$ cat config.mk
export PLATFORM = sky130hd
export DESIGN_NAME = sorted_array_priority_queue
export DESIGN_NICKNAME = d
export VERILOG_FILES = /design/src/sapq_pkg.sv /design/src/sapq_ctrl.sv /design/src/sapq_dp.sv /design/src/sorted_array_priority_queue.sv
export SDC_FILE = /design/constraint.sdc
export NUM_CORES = 1
export LEC_CHECK = 0
export ABC_AREA = 1
export BUFFER_PORTS_ARGS = -buffer_cell sky130_fd_sc_hd__buf_2
export CAP_MARGIN = 25
export CELL_PAD_IN_SITES_DETAIL_PLACEMENT = 1
export CELL_PAD_IN_SITES_GLOBAL_PLACEMENT = 2
export CORE_MARGIN = 3
export CORE_UTILIZATION = 40
export CTS_CLUSTER_SIZE = 10
export DETAILED_ROUTE_END_ITERATION = 8
export PLACE_DENSITY = 0.81
export SLEW_MARGIN = 20
export SYNTH_ARGS = -nofsm -noshare
export SYNTH_HDL_FRONTEND = slang
export SYNTH_SLANG_ARGS = --single-unit
export TNS_END_PERCENT = 10
$ cat constraint.sdc
create_clock -name i_clk -period 5 [get_ports i_clk]
set_input_delay 0.25 -clock i_clk [delete_from_list [all_inputs] [get_ports i_clk]]
set_output_delay 0.25 -clock i_clk [all_outputs]
set_load 0.05 [all_outputs]
$ cat src/sapq_pkg.sv
`timescale 1ns / 1ps
// shared constants, codes and command/status types for the sorted array priority queue
// no dependencies

package sapq_pkg;

    localparam int VALUE_W       = 32;
    localparam int ACT_W         = 2;
    localparam int STAT_W        = 2;
    localparam int OCC_W         = 5;
    localparam int DEFAULT_DEPTH = 16;

    localparam int IN_DATA_W  = 40;
    localparam int OUT_DATA_W = 40;

    localparam logic [ACT_W-1:0] ACT_ENQ  = 2'd0;
    localparam logic [ACT_W-1:0] ACT_DEQ  = 2'd1;
    localparam logic [ACT_W-1:0] ACT_PEEK = 2'd2;

    localparam logic [STAT_W-1:0] ST_OK    = 2'd0;
    localparam logic [STAT_W-1:0] ST_FULL  = 2'd1;
    localparam logic [STAT_W-1:0] ST_EMPTY = 2'd2;

    typedef struct packed {
        logic latch;
        logic rd_head;
        logic rd_pos;
        logic shift;
        logic put;
        logic fetch;
        logic set_full;
        logic set_empty;
        logic load_out;
    } t_cmd;

    typedef struct packed {
        logic [ACT_W-1:0] act;
        logic             full;
        logic             empty;
        logic             pos_zero;
        logic             pos_one;
        logic             gt;
        logic             out_free;
    } t_sts;

endpackage

$ cat src/sapq_ctrl.sv
`timescale 1ns / 1ps
// controller state machine for the sorted array priority queue
// depends on sapq_pkg

module sapq_ctrl (
    input  logic          i_clk,
    input  logic          i_rst_n,
    input  logic          i_s_tvalid,
    output logic          o_s_tready,
    input  sapq_pkg::t_sts i_sts,
    output sapq_pkg::t_cmd o_cmd
);

    typedef enum logic [2:0] {
        S_IDLE,
        S_DISPATCH,
        S_INS_RD,
        S_INS_CMP,
        S_INS_PUT,
        S_FETCH,
        S_DONE
    } t_state;

    t_state r_state;
    t_state n_state;

    always_ff @(posedge i_clk) begin
        if (!i_rst_n) begin
            r_state <= S_IDLE;
        end else begin
            r_state <= n_state;
        end
    end

    assign o_s_tready = (r_state == S_IDLE);

    always_comb begin
        n_state = r_state;
        o_cmd   = '0;
        case (r_state)
            S_IDLE: begin
                if (i_s_tvalid) begin
                    o_cmd.latch = 1'b1;
                    n_state     = S_DISPATCH;
                end
            end
            S_DISPATCH: begin
                case (i_sts.act)
                    sapq_pkg::ACT_ENQ: begin
                        if (i_sts.full) begin
                            o_cmd.set_full = 1'b1;
                            n_state        = S_DONE;
                        end else if (i_sts.pos_zero) begin
                            n_state = S_INS_PUT;
                        end else begin
                            n_state = S_INS_RD;
                        end
                    end
                    sapq_pkg::ACT_DEQ, sapq_pkg::ACT_PEEK: begin
                        if (i_sts.empty) begin
                            o_cmd.set_empty = 1'b1;
                            n_state         = S_DONE;
                        end else begin
                            o_cmd.rd_head = 1'b1;
                            n_state       = S_FETCH;
                        end
                    end
                    default: begin
                        n_state = S_DONE;
                    end
                endcase
            end
            S_INS_RD: begin
                o_cmd.rd_pos = 1'b1;
                n_state      = S_INS_CMP;
            end
            S_INS_CMP: begin
                if (i_sts.gt) begin
                    o_cmd.shift = 1'b1;
                    n_state     = i_sts.pos_one ? S_INS_PUT : S_INS_RD;
                end else begin
                    n_state = S_INS_PUT;
                end
            end
            S_INS_PUT: begin
                o_cmd.put = 1'b1;
                n_state   = S_DONE;
            end
            S_FETCH: begin
                o_cmd.fetch = 1'b1;
                n_state     = S_DONE;
            end
            S_DONE: begin
                if (i_sts.out_free) begin
                    o_cmd.load_out = 1'b1;
                    n_state        = S_IDLE;
                end
            end
            default: begin
                n_state = S_IDLE;
            end
        endcase
    end

endmodule

$ cat src/sapq_dp.sv
`timescale 1ns / 1ps
// datapath for the sorted array priority queue: circular entry memory, head,
// count, insert position and output register; depends on sapq_pkg

module sapq_dp #(
    parameter int DEPTH = sapq_pkg::DEFAULT_DEPTH
) (
    input  logic                                i_clk,
    input  logic                                i_rst_n,
    input  logic [sapq_pkg::ACT_W-1:0]          i_act,
    input  logic signed [sapq_pkg::VALUE_W-1:0] i_value,
    input  sapq_pkg::t_cmd                      i_cmd,
    output sapq_pkg::t_sts                      o_sts,
    input  logic                                i_m_tready,
    output logic                                o_m_tvalid,
    output logic signed [sapq_pkg::VALUE_W-1:0] o_result_value,
    output logic [sapq_pkg::STAT_W-1:0]         o_status,
    output logic [sapq_pkg::OCC_W-1:0]          o_occupancy
);

    localparam int AW = (DEPTH > 1) ? $clog2(DEPTH) : 1;
    localparam int CW = $clog2(DEPTH + 1);
    localparam logic [AW:0]   DEPTH_A = (AW + 1)'(DEPTH);
    localparam logic [AW-1:0] LAST_A  = AW'(DEPTH - 1);
    localparam logic [CW-1:0] DEPTH_C = CW'(DEPTH);

    logic signed [sapq_pkg::VALUE_W-1:0] r_mem [DEPTH];

    logic [AW-1:0]                       r_head;
    logic [CW-1:0]                       r_count;
    logic [CW-1:0]                       r_pos;
    logic [sapq_pkg::ACT_W-1:0]          r_act;
    logic signed [sapq_pkg::VALUE_W-1:0] r_val;
    logic signed [sapq_pkg::VALUE_W-1:0] r_rd;
    logic signed [sapq_pkg::VALUE_W-1:0] r_res;
    logic [sapq_pkg::STAT_W-1:0]         r_st;

    logic                                r_o_valid;
    logic signed [sapq_pkg::VALUE_W-1:0] r_o_res;
    logic [sapq_pkg::STAT_W-1:0]         r_o_st;
    logic [CW-1:0]                       r_o_cnt;

    logic [CW-1:0] pos_m1;
    logic [AW-1:0] wr_addr;
    logic [AW-1:0] rd_addr;
    logic          out_free;

    function automatic logic [AW-1:0] phys(input logic [AW-1:0] head, input logic [AW-1:0] idx);
        logic [AW:0] sum;
        sum = {1'b0, head} + {1'b0, idx};
        if (sum >= DEPTH_A) begin
            sum = sum - DEPTH_A;
        end
        return sum[AW-1:0];
    endfunction

    assign pos_m1   = r_pos - CW'(1);
    assign wr_addr  = phys(r_head, r_pos[AW-1:0]);
    assign rd_addr  = i_cmd.rd_head ? r_head : phys(r_head, pos_m1[AW-1:0]);
    assign out_free = !r_o_valid || i_m_tready;

    always_comb begin
        o_sts.act      = r_act;
        o_sts.full     = (r_count == DEPTH_C);
        o_sts.empty    = (r_count == '0);
        o_sts.pos_zero = (r_pos == '0);
        o_sts.pos_one  = (r_pos == CW'(1));
        o_sts.gt       = (r_rd > r_val);
        o_sts.out_free = out_free;
    end

    // entry memory
    always_ff @(posedge i_clk) begin
        if (i_cmd.shift) begin
            r_mem[wr_addr] <= r_rd;
        end else if (i_cmd.put) begin
            r_mem[wr_addr] <= r_val;
        end
        if (i_cmd.rd_head || i_cmd.rd_pos) begin
            r_rd <= r_mem[rd_addr];
        end
    end

    // request registers
    always_ff @(posedge i_clk) begin
        if (i_cmd.latch) begin
            r_act <= i_act;
            r_val <= i_value;
            r_res <= '0;
            r_st  <= sapq_pkg::ST_OK;
        end else begin
            if (i_cmd.set_full) begin
                r_st <= sapq_pkg::ST_FULL;
            end
            if (i_cmd.set_empty) begin
                r_st <= sapq_pkg::ST_EMPTY;
            end
            if (i_cmd.fetch) begin
                r_res <= r_rd;
            end
        end
    end

    // queue control state
    always_ff @(posedge i_clk) begin
        if (!i_rst_n) begin
            r_head  <= '0;
            r_count <= '0;
            r_pos   <= '0;
        end else begin
            if (i_cmd.latch) begin
                r_pos <= r_count;
            end else if (i_cmd.shift) begin
                r_pos <= pos_m1;
            end
            if (i_cmd.put) begin
                r_count <= r_count + CW'(1);
            end else if (i_cmd.fetch && (r_act == sapq_pkg::ACT_DEQ)) begin
                r_count <= r_count - CW'(1);
                r_head  <= (r_head == LAST_A) ? '0 : r_head + AW'(1);
            end
        end
    end

    // output register
    always_ff @(posedge i_clk) begin
        if (!i_rst_n) begin
            r_o_valid <= 1'b0;
        end else if (i_cmd.load_out) begin
            r_o_valid <= 1'b1;
        end else if (i_m_tready) begin
            r_o_valid <= 1'b0;
        end
    end

    always_ff @(posedge i_clk) begin
        if (i_cmd.load_out) begin
            r_o_res <= r_res;
            r_o_st  <= r_st;
            r_o_cnt <= r_count;
        end
    end

    assign o_m_tvalid     = r_o_valid;
    assign o_result_value = r_o_res;
    assign o_status       = r_o_st;

    generate
        if (CW >= sapq_pkg::OCC_W) begin : g_occ_trunc
            assign o_occupancy = r_o_cnt[sapq_pkg::OCC_W-1:0];
        end else begin : g_occ_ext
            assign o_occupancy = {(sapq_pkg::OCC_W - CW)'(0), r_o_cnt};
        end
    endgenerate

endmodule

$ cat src/sorted_array_priority_queue.sv
`timescale 1ns / 1ps
// top level of the sorted array min-priority queue; depends on sapq_pkg,
// sapq_ctrl and sapq_dp
// one request at a time; peek and dequeue read the head entry, full and empty replies
// go straight to the output, and an enqueue moves each larger entry up one place before
// it writes the value; input ready returns with output valid, both later if output is held
// reset clears head, count and output valid; the entry memory is not cleared

module sorted_array_priority_queue #(
    parameter int DEPTH = sapq_pkg::DEFAULT_DEPTH
) (
    input  logic                                i_clk,
    input  logic                                i_rst_n,
    input  logic                                i_s_tvalid,
    output logic                                o_s_tready,
    // action [1:0], value [33:2], zero [39:34]
    input  logic [sapq_pkg::IN_DATA_W-1:0]      i_s_tdata,
    output logic                                o_m_tvalid,
    input  logic                                i_m_tready,
    // result_value [31:0], status [33:32], occupancy [38:34], zero [39]
    output logic [sapq_pkg::OUT_DATA_W-1:0]     o_m_tdata
);

    sapq_pkg::t_cmd cmd;
    sapq_pkg::t_sts sts;

    logic signed [sapq_pkg::VALUE_W-1:0] result_value;
    logic [sapq_pkg::STAT_W-1:0]         status;
    logic [sapq_pkg::OCC_W-1:0]          occupancy;

    sapq_ctrl u_ctrl (
        .i_clk      (i_clk),
        .i_rst_n    (i_rst_n),
        .i_s_tvalid (i_s_tvalid),
        .o_s_tready (o_s_tready),
        .i_sts      (sts),
        .o_cmd      (cmd)
    );

    sapq_dp #(
        .DEPTH (DEPTH)
    ) u_dp (
        .i_clk          (i_clk),
        .i_rst_n        (i_rst_n),
        .i_act          (i_s_tdata[sapq_pkg::ACT_W-1:0]),
        .i_value        (i_s_tdata[sapq_pkg::ACT_W +: sapq_pkg::VALUE_W]),
        .i_cmd          (cmd),
        .o_sts          (sts),
        .i_m_tready     (i_m_tready),
        .o_m_tvalid     (o_m_tvalid),
        .o_result_value (result_value),
        .o_status       (status),
        .o_occupancy    (occupancy)
    );

    assign o_m_tdata = {1'b0, occupancy, status, result_value};

endmodule
==> reports/qor.log <==
[placement] HPWL after detailed placement 42600 um
[timing] Peak Freq 240 MHz
[pwr] total net switching power 0.00937 W
[timing] Post-Route Hold Slack 144 ps
[timing] number of failing hold endpoints at the final stage 0
[clock_network] TritonCTS Buffers 78
[clock_network] CTS hold repair buffers 36
[setup_path] kind of end point of the critical path register
[global_routing] number of antenna violations at the first check in global routing 0
[global_routing] GRT Overall Usage 0.212
[floorplan] Initial Util 0.409
[clock_network] clock tree from TritonCTS built
[global_routing] met1 capacity usage during global routing 0.285
[logic_synthesis] most instantiated cells after synthesis edfxtp_1 (617), o21ai_0 (357), nor2_1 (170)
[timing] share of the cycle needed by the critical path after routing 0.833
[layout] area taken by multi-input logic gates 6750 sq um
[timing] worst-case headroom to the max-slew limit 0.286
[layout] design area 31600 sq um
[floorplan] die outline height 267 um
[global_routing] pin count of the biggest net entering global routing 257
[clock_network] CTS sink count 669
[setup_path] crit path DAT 4380 ps
[floorplan] horizontal extent of the die 267 um
[clock_network] clock edge transition at the registers on the reported setup and hold paths 60 ps
[pwr] leakage 11.3 nW
[layout] post-route core utilization 0.475
[layout] FF+latch area 19600 sq um
[outcome] outcome finished clean
[pwr] part of the power in registers 0.345
[logic_synthesis] top cell type's share of synthesized area 0.681
[global_routing] GR Util met3 0.0254
[routing] first-iteration detailed-routing DRC count 1404
[routing] number of remaining DRC errors 0
[setup_path] critical setup path kind register to register
[hold_path] class of the worst hold path primary input to register
[floorplan] number of primary I/O pins 86
[logic_synthesis] Mean Syn Cell Area 13.0 sq um
[logic_synthesis] Top FF cell, synth edfxtp_1
[pwr] Sw Ratio 0.403
[timing] Tightest Pin Transition 1070 ps
[clock_network] Max Root-Sink Buffers 3
[global_routing] most crowded layer after global routing met2
[global_routing] gr ovfl total 0
[timing] Fin Setup TNS 0 ps
[routing] post-detailed-route wirelength per cell 23.8 um
[routing] detailed-route vias per instance 5.56
[setup_path] largest fanout on the critical path 32
[logic_synthesis] number of enable-type register cells in the synthesized netlist 617
[clock_network] number of gates resized after CTS 0
[logic_synthesis] Synth cell types 39
[layout] layout cells sized above 1 0.120
[global_routing] global routing met2 resource utilization 0.364
[global_routing] via count of the first global-routing pass 18400
[floorplan] core box area 66600 sq um
[placement] routability-driven placement congestion ratio 0.768
[layout] NumNets Final 2339
[logic_synthesis] top cells by area in the synthesized netlist edfxtp_1 (68%), o21ai_0 (6.6%), o21bai_1 (4.4%), dfxtp_1 (3.8%), nand3_1 (2.7%)
[routing] Final Routed Wirelength 74900 um
[setup_path] crit path launch type register
[clock_network] H-tree depth 3
[layout] area delta synth->final 16.2%
[logic_synthesis] share of async-settable or async-resettable flops after synthesis 0
[timing] post-route worst setup slack 837 ps
[routing] vias post-DR 17500
[timing] clock tree skew after final layout 43.1 ps
[clock_network] post-CTS setup buffer count 0
[timing] total of endpoints with negative setup slack in the final report 0
[placement] pre-CTS setup slack 862 ps
[layout] number of filler instances in the final layout 6749
[timing] max-slew violation count 0
[logic_synthesis] Netlist Area Pre-Place 27200 sq um
[placement] IO Port Bufs 78
[timing] Period minus WS final 4160 ps
[logic_synthesis] library cell with the highest instance count after synthesis edfxtp_1
[layout] diode count 0
[logic_synthesis] Mapped Cells 2097
[global_routing] global-route wire length before repair 114000 um
[pwr] power density over the cells 735 nW/um^2
[logic_synthesis] total of flip-flops plus latches after synthesis 669
[logic_synthesis] post-synthesis cell type with the largest combined area edfxtp_1
[pwr] highest ir drop seen on vdd 0.000844 V
[logic_synthesis] sequential-to-total area share from yosys stat 0.719
[floorplan] area of the die 71200 sq um
[pwr] design internal power 0.0139 W
[placement] placed cell areas 28900 sq um
[job] number of violations of the max-capacitance limit 0
[timing] unrepaired setup endpoints after global routing false
[pwr] relative contribution of combinational cells to total power 0.436
[logic_synthesis] post-synth net total 2191
[pwr] clock network power share 0.219
[clock_network] Skew-Pair Late Insertion Delay 630 ps
[logic_synthesis] count of synthesis-stage warnings from yosys 0
[routing] Pre-Repair DR Iteration Count 8
[clock_network] CTS Root Buffer Type clkbuf_16
[floorplan] num rows 94
[routing] Detail Route Antenna Nets 0
[setup_path] data required time of the critical path 5220 ps
[kinds of logic (layout without fill, tap and decap cells)]
| logic type | after synthesis | in the layout | synth area share |
|---|---|---|---|
| DFF | 669 | 669 | 0.719 |
| buffers and inverters | 245 | 436 | 0.0381 |
| other | 1 | 1 | 0.000138 |
| AOI/OAI and AO/OA | 642 | 642 | 0.140 |
| xor gates and xnor gates | 8 | 8 | 0.00258 |
| adders and majority gates | 50 | 50 | 0.0238 |
| and+or+nand+nor | 482 | 482 | 0.0755 |
[per-layer routing]
| metal | share of wire | routed length, um |
|---|---|---|
| met3 | 0.045 | 3400 |
| met1 | 0.44 | 33000 |
| met4 | 0.020 | 1520 |
| met2 | 0.49 | 37000 |
| met5 | 0 | 0 |
[worst max-delay path, stage by stage, from the launching register on]
cell      delay (ps)
edfxtp_1         410
ha_1             320
nand2_1           90
nor2_1           360
nand4_1          340
nor2_1           360
nand2_1          150
nand3_1           90
nand4_1          280
nand2_1          280
nand3_1          360
nor2_4           170
buf_4            520
[power by group through the flow]
stage,clock [W],combinational [W],sequential (W)
global placement,0,0.00956,0.00808
CTS,0.00520,0.0101,0.00801
global route,0.00544,0.0113,0.00805
finish,0.00510,0.0101,0.00801
floorplan,0,0.00646,0.00809
detailed placement,0,0.0100,0.00812
[worst paths after layout]
path | startpoint | to | slack (ps) | cells past startpoint
setup / recovery | u_dp.r_rd[23]$_DFFE_PP_ | u_dp.r_mem[15][10]$_DFFE_PP_ | 840 | 12
hold / removal | i_s_tvalid | u_ctrl.r_state[2]$_SDFFE_PN0P_ | 140 | 5
setup reg to reg | u_dp.r_rd[23]$_DFFE_PP_ | u_dp.r_mem[15][10]$_DFFE_PP_ | 840 | 12
hold reg to reg | u_dp.r_res[10]$_SDFFE_PP0P_ | u_dp.o_result_value[10]$_DFFE_PP_ | 430 | 0
[state kept, by name, indices dropped and copies added, names as in the netlist, 3 cells and up]
name                 cells
u_dp.r_mem             512
u_dp.r_count             5
u_dp.r_pos               5
u_dp.r_head              4
u_dp.o_occupancy         5
u_dp.r_val              32
u_dp.o_result_value     32
u_dp.r_res              32
u_dp.r_rd               32
u_ctrl.r_state           3
[layout by cell type (no fill, tap or decap), types with 3 or more instances in the layout]
cell and n:
nor2_1 158, nor3_2 6, edfxtp_1 617, inv_1 116, nor3_1 5, inv_2 4
o21ai_0 356, nand3_1 148, clkinv_2 3, o21ai_4 3, nor2_4 11, buf_12 12
xnor2_1 6, buf_2 78, dfxtp_1 52, fa_1 3, a21oi_1 31, o21bai_1 160
clkbuf_1 34, a21o_1 4, clkbuf_16 81, dlygate4sd3_1 36, buf_4 62, nand4_1 6
ha_1 47, o211ai_1 64, o21a_1 4, o21ai_1 16, nand2_1 140
[per-stage QoR]
stage / total power, W / cells
final: 0.0232 / 3152
after floorplan: 0.0145 / 2097
after detailed placement: 0.0181 / 2990
after global placement: 0.0176 / 2990
after CTS: 0.0233 / 3149
after global routing: 0.0247 / 3152
[area by class of cell]
type,instances,share of cell area
clock buffers,117,0.0690
clock inverters,6,0.00170
inverters,123,0.0149
multi-input cells,1183,0.213
flip-flops and latches,669,0.619
well taps,864,0.0342
repair buffers,190,0.0478
Power figures use the tool's default switching activity.
